===== config.mk =====
export PLATFORM = sky130hd
export DESIGN_NAME = home_room_controller
export DESIGN_NICKNAME = d
export VERILOG_FILES = /design/src/sv/hrc_pkg.sv /design/src/sv/hrc_front.sv /design/src/sv/hrc_queue.sv /design/src/sv/hrc_back.sv /design/src/sv/home_room_controller.sv
export SDC_FILE = /design/constraint.sdc
export NUM_CORES = 1
export LEC_CHECK = 0
export BUFFER_PORTS_ARGS = -buffer_cell sky130_fd_sc_hd__buf_4
export CAP_MARGIN = 20
export CORE_ASPECT_RATIO = 1.75
export CORE_MARGIN = 2
export CORE_UTILIZATION = 31
export DETAILED_ROUTE_END_ITERATION = 10
export PLACE_DENSITY_LB_ADDON = 0.12
export RECOVER_POWER = 25
export SKIP_CTS_REPAIR_TIMING = 1
export SLEW_MARGIN = 15
export SYNTH_ARGS = -nofsm -noshare
export SYNTH_HDL_FRONTEND = slang
export SYNTH_SLANG_ARGS = --single-unit

===== constraint.sdc =====
create_clock -name clock -period 7.1 [get_ports clock]
set_input_delay 0 -clock clock [delete_from_list [all_inputs] [get_ports clock]]
set_output_delay 0 -clock clock [all_outputs]
set_load 0.005 [all_outputs]

===== src/sv/hrc_pkg.sv =====
`timescale 1ns / 1ps

package hrc_pkg;

   // Commands of the input channel
   localparam logic [2:0] CMD_TICK    = 3'd0;
   localparam logic [2:0] CMD_SAMPLE  = 3'd1;
   localparam logic [2:0] CMD_SERIAL  = 3'd2;
   localparam logic [2:0] CMD_BUTTON  = 3'd3;
   localparam logic [2:0] CMD_ENTER   = 3'd4;
   localparam logic [2:0] CMD_LEAVE   = 3'd5;
   localparam logic [2:0] CMD_REFRESH = 3'd6;

   // Buttons
   localparam logic [2:0] BTN_MODE   = 3'd0;
   localparam logic [2:0] BTN_UP     = 3'd1;
   localparam logic [2:0] BTN_DOWN   = 3'd2;
   localparam logic [2:0] BTN_ARM    = 3'd3;
   localparam logic [2:0] BTN_KLIGHT = 3'd4;
   localparam logic [2:0] BTN_KFAN   = 3'd5;
   localparam logic [2:0] BTN_BATH   = 3'd6;

   // Serial command characters
   localparam logic [7:0] SER_MODE      = 8'h73; // s
   localparam logic [7:0] SER_UP        = 8'h74; // t
   localparam logic [7:0] SER_DOWN      = 8'h67; // g
   localparam logic [7:0] SER_LLIGHT_ON = 8'h31; // 1
   localparam logic [7:0] SER_LLIGHT_OFF= 8'h32; // 2
   localparam logic [7:0] SER_LFAN_ON   = 8'h33; // 3
   localparam logic [7:0] SER_LFAN_OFF  = 8'h34; // 4
   localparam logic [7:0] SER_ARM       = 8'h35; // 5
   localparam logic [7:0] SER_DISARM    = 8'h36; // 6
   localparam logic [7:0] SER_KLIGHT_ON = 8'h37; // 7
   localparam logic [7:0] SER_KLIGHT_OFF= 8'h38; // 8
   localparam logic [7:0] SER_KFAN_ON   = 8'h39; // 9
   localparam logic [7:0] SER_KFAN_OFF  = 8'h30; // 0
   localparam logic [7:0] SER_BATH_ON   = 8'h61; // a
   localparam logic [7:0] SER_BATH_OFF  = 8'h62; // b

   // Enable flag masks
   localparam logic [4:0] EN_LLIGHT = 5'h01;
   localparam logic [4:0] EN_LFAN   = 5'h02;
   localparam logic [4:0] EN_KLIGHT = 5'h04;
   localparam logic [4:0] EN_KFAN   = 5'h08;
   localparam logic [4:0] EN_BATH   = 5'h10;

   // Modes
   localparam logic [1:0] MODE_AUTO    = 2'd0;
   localparam logic [1:0] MODE_MANUAL  = 2'd1;
   localparam logic [1:0] MODE_SET_ON  = 2'd2;
   localparam logic [1:0] MODE_SET_OFF = 2'd3;

   // Reset values
   localparam logic [15:0] HOLD_TICKS_RESET = 16'd2300;
   localparam logic [7:0]  ON_LEVEL_RESET   = 8'd22;
   localparam logic [7:0]  OFF_LEVEL_RESET  = 8'd18;
   localparam logic [4:0]  ENABLE_RESET     = EN_LLIGHT | EN_LFAN | EN_KLIGHT | EN_BATH;

   localparam int QUEUE_DEPTH = 2;

   typedef enum logic [4:0] {
      OP_NOP,
      OP_TICK,
      OP_SAMPLE,
      OP_NEXT_MODE,
      OP_LEVEL_UP,
      OP_LEVEL_DOWN,
      OP_BTN_UP,
      OP_BTN_DOWN,
      OP_FLAG_SET,
      OP_FLAG_CLR,
      OP_FLAG_TOG,
      OP_ARM,
      OP_DISARM,
      OP_ARM_TOGGLE,
      OP_ENTER,
      OP_LEAVE,
      OP_REFRESH
   } op_kind_type;

   // arg carries the temperature of a refresh, or {bathroom, kitchen, danger}
   // in its low bits for a sensor sample.
   typedef struct packed {
      op_kind_type kind;
      logic [4:0]  mask;
      logic [7:0]  arg;
   } op_type;

endpackage


===== src/sv/hrc_front.sv =====
`timescale 1ns / 1ps

module hrc_front import hrc_pkg::*; (
   input  logic       req_valid,
   output logic       req_ready,
   input  logic [2:0] req_command,
   input  logic [7:0] req_serial_byte,
   input  logic [2:0] req_button,
   input  logic       req_gas_detected,
   input  logic       req_flame_detected,
   input  logic       req_kitchen_present,
   input  logic       req_bathroom_present,
   input  logic [7:0] req_temperature,
   input  logic       q_full,
   output logic       q_push,
   output op_type     q_op
);

   assign req_ready = !q_full;
   assign q_push    = req_valid && !q_full;

   always_comb begin
      q_op.kind = OP_NOP;
      q_op.mask = '0;
      q_op.arg  = '0;
      unique case (req_command)
         CMD_TICK: q_op.kind = OP_TICK;
         CMD_SAMPLE: begin
            q_op.kind = OP_SAMPLE;
            q_op.arg  = {5'd0, req_bathroom_present, req_kitchen_present,
                         req_gas_detected | req_flame_detected};
         end
         CMD_SERIAL: begin
            unique case (req_serial_byte)
               SER_MODE:       q_op.kind = OP_NEXT_MODE;
               SER_UP:         q_op.kind = OP_LEVEL_UP;
               SER_DOWN:       q_op.kind = OP_LEVEL_DOWN;
               SER_LLIGHT_ON:  begin q_op.kind = OP_FLAG_SET; q_op.mask = EN_LLIGHT; end
               SER_LLIGHT_OFF: begin q_op.kind = OP_FLAG_CLR; q_op.mask = EN_LLIGHT; end
               SER_LFAN_ON:    begin q_op.kind = OP_FLAG_SET; q_op.mask = EN_LFAN;   end
               SER_LFAN_OFF:   begin q_op.kind = OP_FLAG_CLR; q_op.mask = EN_LFAN;   end
               SER_ARM:        q_op.kind = OP_ARM;
               SER_DISARM:     q_op.kind = OP_DISARM;
               SER_KLIGHT_ON:  begin q_op.kind = OP_FLAG_SET; q_op.mask = EN_KLIGHT; end
               SER_KLIGHT_OFF: begin q_op.kind = OP_FLAG_CLR; q_op.mask = EN_KLIGHT; end
               SER_KFAN_ON:    begin q_op.kind = OP_FLAG_SET; q_op.mask = EN_KFAN;   end
               SER_KFAN_OFF:   begin q_op.kind = OP_FLAG_CLR; q_op.mask = EN_KFAN;   end
               SER_BATH_ON:    begin q_op.kind = OP_FLAG_SET; q_op.mask = EN_BATH;   end
               SER_BATH_OFF:   begin q_op.kind = OP_FLAG_CLR; q_op.mask = EN_BATH;   end
               default:        q_op.kind = OP_NOP;
            endcase
         end
         CMD_BUTTON: begin
            unique case (req_button)
               BTN_MODE:   q_op.kind = OP_NEXT_MODE;
               BTN_UP:     q_op.kind = OP_BTN_UP;
               BTN_DOWN:   q_op.kind = OP_BTN_DOWN;
               BTN_ARM:    q_op.kind = OP_ARM_TOGGLE;
               BTN_KLIGHT: begin q_op.kind = OP_FLAG_TOG; q_op.mask = EN_KLIGHT; end
               BTN_KFAN:   begin q_op.kind = OP_FLAG_TOG; q_op.mask = EN_KFAN;   end
               BTN_BATH:   begin q_op.kind = OP_FLAG_TOG; q_op.mask = EN_BATH;   end
               default:    q_op.kind = OP_NOP;
            endcase
         end
         CMD_ENTER: q_op.kind = OP_ENTER;
         CMD_LEAVE: q_op.kind = OP_LEAVE;
         CMD_REFRESH: begin
            q_op.kind = OP_REFRESH;
            q_op.arg  = req_temperature;
         end
         default: q_op.kind = OP_NOP;
      endcase
   end

endmodule


===== src/sv/hrc_queue.sv =====
`timescale 1ns / 1ps

module hrc_queue import hrc_pkg::*; (
   input  logic   clock,
   input  logic   reset,
   input  logic   push,
   input  op_type push_op,
   output logic   full,
   input  logic   pop,
   output logic   pop_valid,
   output op_type pop_op
);

   localparam int PTR_W = (QUEUE_DEPTH > 1) ? $clog2(QUEUE_DEPTH) : 1;
   localparam int CNT_W = $clog2(QUEUE_DEPTH + 1);
   localparam logic [PTR_W-1:0] PTR_LAST = PTR_W'(QUEUE_DEPTH - 1);

   op_type           entry_ff [QUEUE_DEPTH];
   logic [PTR_W-1:0] wr_ptr_ff, wr_ptr_in;
   logic [PTR_W-1:0] rd_ptr_ff, rd_ptr_in;
   logic [CNT_W-1:0] count_ff, count_in;

   assign full      = (count_ff == CNT_W'(QUEUE_DEPTH));
   assign pop_valid = (count_ff != '0);
   assign pop_op    = entry_ff[rd_ptr_ff];

   always_comb begin
      wr_ptr_in = wr_ptr_ff;
      rd_ptr_in = rd_ptr_ff;
      count_in  = count_ff;
      if (push) begin
         wr_ptr_in = (wr_ptr_ff == PTR_LAST) ? '0 : wr_ptr_ff + 1'b1;
      end
      if (pop) begin
         rd_ptr_in = (rd_ptr_ff == PTR_LAST) ? '0 : rd_ptr_ff + 1'b1;
      end
      if (push && !pop) begin
         count_in = count_ff + 1'b1;
      end else if (pop && !push) begin
         count_in = count_ff - 1'b1;
      end
   end

   always_ff @(posedge clock) begin
      if (reset) begin
         wr_ptr_ff <= '0;
         rd_ptr_ff <= '0;
         count_ff  <= '0;
      end else begin
         wr_ptr_ff <= wr_ptr_in;
         rd_ptr_ff <= rd_ptr_in;
         count_ff  <= count_in;
      end
   end

   always_ff @(posedge clock) begin
      if (push) begin
         entry_ff[wr_ptr_ff] <= push_op;
      end
   end

   a_no_overflow: assert property (@(posedge clock) disable iff (reset)
      !(push && full)) else $error("queue written while full");

   a_no_underflow: assert property (@(posedge clock) disable iff (reset)
      !(pop && !pop_valid)) else $error("queue read while empty");

   a_count_bound: assert property (@(posedge clock) disable iff (reset)
      count_ff <= CNT_W'(QUEUE_DEPTH)) else $error("queue count out of range");

   a_ptrs_meet: assert property (@(posedge clock) disable iff (reset)
      (count_ff == '0) |-> (wr_ptr_ff == rd_ptr_ff))
      else $error("empty queue with pointers apart");

endmodule


===== src/sv/hrc_back.sv =====
`timescale 1ns / 1ps

module hrc_back import hrc_pkg::*; (
   input  logic        clock,
   input  logic        reset,
   input  logic        csr_wr_en,
   input  logic [15:0] csr_wr_data,
   input  logic        q_valid,
   input  op_type      q_op,
   output logic        q_pop,
   output logic        rsp_valid,
   input  logic        rsp_ready,
   output logic        rsp_living_light,
   output logic        rsp_living_fan,
   output logic        rsp_kitchen_light,
   output logic        rsp_kitchen_fan,
   output logic        rsp_bathroom_light,
   output logic        rsp_intruder_alarm,
   output logic        rsp_kitchen_alarm,
   output logic [1:0]  rsp_mode,
   output logic [7:0]  rsp_fan_on_level,
   output logic [7:0]  rsp_fan_off_level,
   output logic [7:0]  rsp_occupants
);

   logic [15:0] hold_ticks_ff;
   logic [1:0]  mode_ff, mode_in;
   logic [7:0]  on_level_ff, on_level_in;
   logic [7:0]  off_level_ff, off_level_in;
   logic [7:0]  people_ff, people_in;
   logic        armed_ff, armed_in;
   logic        alarm_on_ff, alarm_on_in;
   logic        hold_running_ff, hold_running_in;
   logic [15:0] hold_count_ff, hold_count_in;
   logic        fan_hyst_ff, fan_hyst_in;
   logic [4:0]  enable_ff, enable_in;
   logic        danger_ff, danger_in;
   logic [1:0]  presence_ff, presence_in;
   logic [5:0]  loads_ff, loads_in;

   logic        rsp_valid_ff, rsp_valid_in;
   logic [5:0]  rsp_loads_ff;
   logic        rsp_alarm_ff;
   logic [1:0]  rsp_mode_ff;
   logic [7:0]  rsp_on_ff, rsp_off_ff, rsp_people_ff;

   logic        do_up, do_down;
   logic        up_on_ok, up_off_ok, down_on_ok, down_off_ok;
   logic        setting;
   logic [15:0] tick_count;
   logic        occupied, kin, bin, autom;
   logic        refresh_hyst;
   logic [5:0]  refresh_loads;

   // Execute one queued item per cycle whenever the output slot frees up.
   assign q_pop = q_valid && (!rsp_valid_ff || rsp_ready);

   assign setting     = (mode_ff == MODE_SET_ON) || (mode_ff == MODE_SET_OFF);
   assign up_on_ok    = (on_level_ff != 8'hFF);
   assign up_off_ok   = ({1'b0, off_level_ff} + 9'd1) < {1'b0, on_level_ff};
   assign down_on_ok  = {1'b0, on_level_ff} > ({1'b0, off_level_ff} + 9'd1);
   assign down_off_ok = (off_level_ff != 8'd0);
   assign tick_count  = hold_count_ff + 16'd1;

   assign occupied = (people_ff != 8'd0);
   assign kin      = presence_ff[0];
   assign bin      = presence_ff[1];
   assign autom    = (mode_ff == MODE_AUTO);

   always_comb begin
      refresh_hyst = fan_hyst_ff;
      if (occupied && enable_ff[1]) begin
         if (on_level_ff <= q_op.arg) refresh_hyst = 1'b1;
         if (off_level_ff >= q_op.arg) refresh_hyst = 1'b0;
      end
      refresh_loads[0] = occupied && enable_ff[0];
      refresh_loads[1] = occupied && enable_ff[1] && refresh_hyst;
      refresh_loads[2] = enable_ff[2] && (!autom || kin);
      refresh_loads[3] = enable_ff[3] || danger_ff;
      refresh_loads[4] = enable_ff[4] && (!autom || bin);
      refresh_loads[5] = (kin && armed_ff) || danger_ff;
   end

   always_comb begin
      mode_in         = mode_ff;
      on_level_in     = on_level_ff;
      off_level_in    = off_level_ff;
      people_in       = people_ff;
      armed_in        = armed_ff;
      alarm_on_in     = alarm_on_ff;
      hold_running_in = hold_running_ff;
      hold_count_in   = hold_count_ff;
      fan_hyst_in     = fan_hyst_ff;
      enable_in       = enable_ff;
      danger_in       = danger_ff;
      presence_in     = presence_ff;
      loads_in        = loads_ff;
      do_up           = 1'b0;
      do_down         = 1'b0;

      unique case (q_op.kind) inside
         OP_NOP: ;
         OP_TICK: begin
            if (hold_running_ff) begin
               hold_count_in = tick_count;
               if (tick_count == hold_ticks_ff) begin
                  hold_count_in = '0;
                  if (armed_ff && alarm_on_ff) begin
                     alarm_on_in     = 1'b0;
                     hold_running_in = 1'b0;
                  end
               end
            end
         end
         OP_SAMPLE: begin
            danger_in   = q_op.arg[0];
            presence_in = q_op.arg[2:1];
         end
         OP_NEXT_MODE:  mode_in = mode_ff + 2'd1;
         OP_LEVEL_UP:   do_up = 1'b1;
         OP_LEVEL_DOWN: do_down = 1'b1;
         OP_BTN_UP: begin
            if (setting) do_up = 1'b1;
            else enable_in = enable_ff ^ EN_LLIGHT;
         end
         OP_BTN_DOWN: begin
            if (setting) do_down = 1'b1;
            else enable_in = enable_ff ^ EN_LFAN;
         end
         OP_FLAG_SET: enable_in = enable_ff | q_op.mask;
         OP_FLAG_CLR: enable_in = enable_ff & ~q_op.mask;
         OP_FLAG_TOG: enable_in = enable_ff ^ q_op.mask;
         OP_ARM:      armed_in = 1'b1;
         OP_DISARM: begin
            armed_in    = 1'b0;
            alarm_on_in = 1'b0;
         end
         OP_ARM_TOGGLE: begin
            armed_in = !armed_ff;
            if (armed_ff) alarm_on_in = 1'b0;
         end
         OP_ENTER, OP_LEAVE: begin
            if (armed_ff) begin
               alarm_on_in     = 1'b1;
               hold_count_in   = '0;
               hold_running_in = 1'b1;
            end
            if (q_op.kind == OP_ENTER) begin
               if (people_ff != 8'hFF) people_in = people_ff + 8'd1;
            end else begin
               if (people_ff != 8'd0) people_in = people_ff - 8'd1;
            end
         end
         OP_REFRESH: begin
            // Setting modes keep the loads as they were.
            if (!setting) begin
               fan_hyst_in = refresh_hyst;
               loads_in    = refresh_loads;
            end
         end
         default: ;
      endcase

      if (do_up) begin
         if (mode_ff == MODE_SET_ON && up_on_ok) on_level_in = on_level_ff + 8'd1;
         else if (mode_ff == MODE_SET_OFF && up_off_ok) off_level_in = off_level_ff + 8'd1;
      end
      if (do_down) begin
         if (mode_ff == MODE_SET_ON && down_on_ok) on_level_in = on_level_ff - 8'd1;
         else if (mode_ff == MODE_SET_OFF && down_off_ok) off_level_in = off_level_ff - 8'd1;
      end
   end

   always_comb begin
      rsp_valid_in = rsp_valid_ff;
      if (q_pop) rsp_valid_in = 1'b1;
      else if (rsp_ready) rsp_valid_in = 1'b0;
   end

   always_ff @(posedge clock) begin
      if (reset) begin
         hold_ticks_ff   <= HOLD_TICKS_RESET;
         mode_ff         <= MODE_AUTO;
         on_level_ff     <= ON_LEVEL_RESET;
         off_level_ff    <= OFF_LEVEL_RESET;
         people_ff       <= '0;
         armed_ff        <= 1'b0;
         alarm_on_ff     <= 1'b0;
         hold_running_ff <= 1'b0;
         hold_count_ff   <= '0;
         fan_hyst_ff     <= 1'b1;
         enable_ff       <= ENABLE_RESET;
         danger_ff       <= 1'b0;
         presence_ff     <= '0;
         loads_ff        <= '0;
         rsp_valid_ff    <= 1'b0;
      end else begin
         if (csr_wr_en) hold_ticks_ff <= csr_wr_data;
         if (q_pop) begin
            mode_ff         <= mode_in;
            on_level_ff     <= on_level_in;
            off_level_ff    <= off_level_in;
            people_ff       <= people_in;
            armed_ff        <= armed_in;
            alarm_on_ff     <= alarm_on_in;
            hold_running_ff <= hold_running_in;
            hold_count_ff   <= hold_count_in;
            fan_hyst_ff     <= fan_hyst_in;
            enable_ff       <= enable_in;
            danger_ff       <= danger_in;
            presence_ff     <= presence_in;
            loads_ff        <= loads_in;
         end
         rsp_valid_ff <= rsp_valid_in;
      end
   end

   // Capture the state after this item into the output slot.
   always_ff @(posedge clock) begin
      if (q_pop) begin
         rsp_loads_ff  <= loads_in;
         rsp_alarm_ff  <= alarm_on_in;
         rsp_mode_ff   <= mode_in;
         rsp_on_ff     <= on_level_in;
         rsp_off_ff    <= off_level_in;
         rsp_people_ff <= people_in;
      end
   end

   assign rsp_valid          = rsp_valid_ff;
   assign rsp_living_light   = rsp_loads_ff[0];
   assign rsp_living_fan     = rsp_loads_ff[1];
   assign rsp_kitchen_light  = rsp_loads_ff[2];
   assign rsp_kitchen_fan    = rsp_loads_ff[3];
   assign rsp_bathroom_light = rsp_loads_ff[4];
   assign rsp_kitchen_alarm  = rsp_loads_ff[5];
   assign rsp_intruder_alarm = rsp_alarm_ff;
   assign rsp_mode           = rsp_mode_ff;
   assign rsp_fan_on_level   = rsp_on_ff;
   assign rsp_fan_off_level  = rsp_off_ff;
   assign rsp_occupants      = rsp_people_ff;

   a_levels_apart: assert property (@(posedge clock) disable iff (reset)
      on_level_ff > off_level_ff) else $error("fan thresholds collapsed");

   a_state_holds: assert property (@(posedge clock) disable iff (reset)
      !q_pop |=> ($stable(mode_ff) && $stable(people_ff) && $stable(loads_ff)))
      else $error("state changed without an item");

   a_slot_fills: assert property (@(posedge clock) disable iff (reset)
      q_pop |=> rsp_valid_ff) else $error("executed item not presented");

   a_alarm_needs_timer: assert property (@(posedge clock) disable iff (reset)
      (q_pop && q_op.kind == OP_ENTER && armed_ff) |=> (alarm_on_ff && hold_running_ff))
      else $error("armed entry did not start the alarm");

endmodule


===== src/sv/home_room_controller.sv =====
`timescale 1ns / 1ps

// Event controller for the loads of a small home.
// req_*: one event per item (tick, sensor sample, serial byte, button, enter,
//   leave, refresh with temperature), valid/ready handshake.
// rsp_*: exactly one item per event carrying every load drive, the intruder
//   and kitchen alarms, the mode, both fan thresholds and the occupant count
//   as they stand after that event.
// csr_wr_en/csr_wr_data: write the alarm hold time in ticks; write only while
//   no event is in flight.
// Path: an accepted event is registered in the decode queue, then executes
//   straight into the registered response slot.
// Throughput: one event per cycle while rsp_ready is high, set by the single
//   execute step of the back end, which updates all state at once.
// Stalls: the response slot holds while rsp_ready is low; up to two more
//   events wait in the queue, then req_ready drops.
// Reset: mode automatic, thresholds 22/18, nobody inside, disarmed, loads off,
//   hold time 2300 ticks, queue and response slot empty.

module home_room_controller import hrc_pkg::*; (
   input  logic        clock,
   input  logic        reset,
   input  logic        req_valid,
   output logic        req_ready,
   input  logic [2:0]  req_command,
   input  logic [7:0]  req_serial_byte,
   input  logic [2:0]  req_button,
   input  logic        req_gas_detected,
   input  logic        req_flame_detected,
   input  logic        req_kitchen_present,
   input  logic        req_bathroom_present,
   input  logic [7:0]  req_temperature,
   output logic        rsp_valid,
   input  logic        rsp_ready,
   output logic        rsp_living_light,
   output logic        rsp_living_fan,
   output logic        rsp_kitchen_light,
   output logic        rsp_kitchen_fan,
   output logic        rsp_bathroom_light,
   output logic        rsp_intruder_alarm,
   output logic        rsp_kitchen_alarm,
   output logic [1:0]  rsp_mode,
   output logic [7:0]  rsp_fan_on_level,
   output logic [7:0]  rsp_fan_off_level,
   output logic [7:0]  rsp_occupants,
   input  logic        csr_wr_en,
   input  logic [15:0] csr_wr_data
);

   logic   q_full, q_push, q_valid, q_pop;
   op_type push_op, pop_op;

   hrc_front u_front (
      .req_valid            (req_valid),
      .req_ready            (req_ready),
      .req_command          (req_command),
      .req_serial_byte      (req_serial_byte),
      .req_button           (req_button),
      .req_gas_detected     (req_gas_detected),
      .req_flame_detected   (req_flame_detected),
      .req_kitchen_present  (req_kitchen_present),
      .req_bathroom_present (req_bathroom_present),
      .req_temperature      (req_temperature),
      .q_full               (q_full),
      .q_push               (q_push),
      .q_op                 (push_op)
   );

   hrc_queue u_queue (
      .clock     (clock),
      .reset     (reset),
      .push      (q_push),
      .push_op   (push_op),
      .full      (q_full),
      .pop       (q_pop),
      .pop_valid (q_valid),
      .pop_op    (pop_op)
   );

   hrc_back u_back (
      .clock              (clock),
      .reset              (reset),
      .csr_wr_en          (csr_wr_en),
      .csr_wr_data        (csr_wr_data),
      .q_valid            (q_valid),
      .q_op               (pop_op),
      .q_pop              (q_pop),
      .rsp_valid          (rsp_valid),
      .rsp_ready          (rsp_ready),
      .rsp_living_light   (rsp_living_light),
      .rsp_living_fan     (rsp_living_fan),
      .rsp_kitchen_light  (rsp_kitchen_light),
      .rsp_kitchen_fan    (rsp_kitchen_fan),
      .rsp_bathroom_light (rsp_bathroom_light),
      .rsp_intruder_alarm (rsp_intruder_alarm),
      .rsp_kitchen_alarm  (rsp_kitchen_alarm),
      .rsp_mode           (rsp_mode),
      .rsp_fan_on_level   (rsp_fan_on_level),
      .rsp_fan_off_level  (rsp_fan_off_level),
      .rsp_occupants      (rsp_occupants)
   );

endmodule


==> results by group <==
Outcome
  • Status: finished with violations
  • Failing checks: negative hold slack, max-capacitance violations, max-slew violations

Logic synthesis
  • Synth top area cells: edfxtp_1 (23%), dfxtp_1 (18%), ha_1 (6.4%), mux2i_1 (4.0%), a21oi_1 (3.8%)
  • Ys Warns: 0
  • Count leader, synth: nand2_1
  • XOR/XNOR share of the synthesized area: 5.537%
  • Synth Area per Inst: 9.061 um2
  • Synth Area in Simple Gates: 20.41%
  • Most frequent cells after synthesis: nand2_1 (89), dfxtp_1 (82), nor2_1 (79)
  • Netlist Area Pre-Place: 0.009016 mm2
  • Synth cell types: 77
  • Post-synthesis async set-or-reset flop share: 0%
  • Main flop type after synthesis: dfxtp_1
  • Compound-Gate Fraction of Synth Area: 17.35%
  • Mapped Nets: 1088
  • Cell accounting for the most synthesized area: edfxtp_1
  • Post-Synth Adder-Cell Area: 6.384%
  • Largest family of logic cells by synthesized area: simple AND/OR/NAND/NOR gates
  • Synthesized instance count: 995
  • Post-synth EDFFs: 69
  • Mux share of post-synthesis cell area: 4.621%
  • Top cell type's share of synthesized area: 22.98%
  • Register area share after synthesis: 41.19%
  • FF+latch count, synth: 151

Global route
  • Total GRT Usage: 16.68%
  • Largest net degree at the start of global routing: 62
  • GR Overflow Total: 0
  • First-pass GRT wire length: 39.64 mm
  • Initial antenna violation count: 0
  • Vias in the first global route: 7378

STA
  • Max Fclk: 0.2317 GHz
  • Hold_ws: -0.0003472 ns
  • Endpoints failing hold: 1
  • Worst slew pin tran: 3.195 ns
  • Final worst slack: 2.784 ns
  • Fin crit share: 60.79%
  • Worst clock skew: 0.008772 ns
  • Max-slew headroom: -113.0%
  • Final setup viols: 0
  • Final Max Tran Viols: 62
  • Fin crit period: 4.316 ns
  • RSZ-0062 raised after global routing: no
  • Fin Setup TNS: 0 ns

Placed design
  • Final GP Congestion: 0.8590
  • Pre-CTS setup slack: 3.325 ns
  • Detailed Place HPWL: 18.48 mm
  • Port bufs: 81

Clock tree
  • Root buffer cell: clkbuf_16
  • Clk sinks: 151
  • CTS tree: yes
  • Worst-Skew Late Latency: 0.45 ns
  • Number of buffers created by CTS: 17
  • Register clock-pin slew on the reported worst setup and hold paths: 0.06 ns
  • H-Tree Depth: 4
  • Clock buffer depth: 2

Pwr
  • Leakage dissipation: 0.004053 uW
  • Power density over the cells: 268.6 mW/mm2
  • Tot Pwr: 2929 uW
  • VDD IR-drop max: 0.0001580 V

Floorplanning
  • Die Y: 229.6 um
  • Starting Density: 31.50%
  • Core Rows: 82
  • Ports: 82
  • Chip Width: 132.9 um
  • Core ar.: 0.02863 mm2
  • Die ar.: 0.03052 mm2

Cells and area
  • Area Overhead vs Synth: 20.94%
  • FF/Latch Area: 0.003714 mm2
  • Area of the multi-input gates: 0.004906 mm2
  • Layout cells sized above 1: 13.04%
  • ANT cells: 0
  • Final #Nets: 1177
  • # fillers: 2881

Route
  • Vias: 7590
  • Antenna Nets Post-Route: 0
  • Wire per inst: 16.92 um
  • Initial DRC count: 378
  • Residual DRC: 0
  • Via/cell ratio: 5.146
  • Pre-antenna DRT Iters: 5
  • WL final: 24.95 mm

Worst hold path
  • Worst Hold Class: in -> reg

Worst setup path
  • Critical Path, Cell by Cell: clkbuf_1 -> inv_1 -> o211ai_1 -> dlygate4sd3_1
  • CP max stage delay: 2.21 ns
  • WS Path Type: in -> reg
  • Worst EP arrival: 4.71 ns
  • CP Max Fanout: 61
  • Crit path max-delay cell type: clkbuf_1
  • Worst R2R Setup Slack: 3.24 ns
  • Worst path required time: 7.49 ns
  • Worst setup SP type: input port
  • Critical path capture point type: register

Job
  • Max_cap viols: 1
-- placed cells by master (no fill, tap or decap), drive strengths merged, types with 20 or more instances in the layout --
cell,count
nor2,79
ha,46
inv,46
xnor2,38
mux2i,36
nor3,21
nand4,20
dfxtp,82
clkbuf,56
buf,55
a31oi,21
nand3,36
nand2,89
edfxtp,69
a21oi,69
dlygate4sd3,38
o21ai,59
-- sequential cells by signal (all words and copies together) (netlist names), 2 cells and up, named ones only --
name	cells
u_back.rsp_loads_ff	6
u_back.rsp_fan_off_level	8
u_queue.count_ff	2
u_back.loads_ff	6
u_back.enable_ff	5
u_back.mode_ff	2
u_back.rsp_fan_on_level	8
u_back.presence_ff	2
u_back.people_ff	8
u_back.off_level_ff	8
u_back.hold_count_ff	16
u_back.on_level_ff	8
u_back.rsp_mode	2
u_back.hold_ticks_ff	16
u_back.rsp_occupants	8
u_queue.entry_ff	36
-- through the flow --
stage,area (um2),instances,util (%),hold WS [ns]
2_1_floorplan,9016,995,-,0.1289
3_3_place_gp,9937,1405,34.71,0.2187
3_5_place_dp,9937,1405,34.71,0.2165
4_1_cts,10540,1437,36.83,-0.2521
5_1_grt,10900,1475,38.09,0.001908
6_report,10900,1475,38.09,-0.0003472
-- power breakdown --
| group | total (uW) | internal [uW] | leakage [uW] | switching (uW) |
|---|---|---|---|---|
| Combinational | 846 | 319 | 0.00243 | 528 |
| Clock | 943 | 570 | 0.000297 | 372 |
| Sequential | 1140 | 1070 | 0.00132 | 65.5 |
-- worst max-delay path, delay by kind of cell --
kind            cells  cell delay [ns]
compound gates      1             0.38
buf+inv             3             4.27
-- final timing paths --
kind | start | to | cells past startpoint
worst max-delay path | reset | u_back.hold_ticks_ff[2]$_SDFFE_PP1P_ | 4
worst min-delay path | csr_wr_en | u_back.hold_ticks_ff[11]$_SDFFE_PP1P_ | 3
worst max register to register | u_back.off_level_ff[2]$_SDFFE_PP0P_ | u_back.off_level_ff[7]$_SDFFE_PP0P_ | 12
worst min register to register | u_back.loads_ff[0]$_SDFFE_PP0P_ | u_back.loads_ff[0]$_SDFFE_PP0P_ | 2
-- cell families (layout without fill, tap and decap cells) --
group | after synthesis | after routing
DFF | 151 | 151
AOI/OAI and AO/OA | 243 | 243
buffers and inverters | 102 | 204
and+or+nand+nor | 355 | 355
muxes | 41 | 41
adders and majority gates | 46 | 46
xor gates and xnor gates | 57 | 57
-- per-layer routing --
| layer | wire length, um | global-route usage (%) | vias up |
|---|---|---|---|
| met1 | 9603 | 16.95 | 3596 |
| li1 | - | - | 3818 |
| met3 | 637 | 3.143 | 44 |
| met4 | 1048 | 9.207 | 0 |
| met2 | 13660 | 31.53 | 132 |
| met5 | 0 | 0 | - |
-- final cells by class --
class                   count  share of cell area, %
multi-input cells         742                  44.99
clock buffers              20                  4.188
clock inverters            12                  1.365
flip-flops and latches    151                  34.06
inverters                  43                  1.480
repair buffers            129                  9.581
well taps                 378                  4.337
Note: power is estimated with default switching activity, not from simulation.
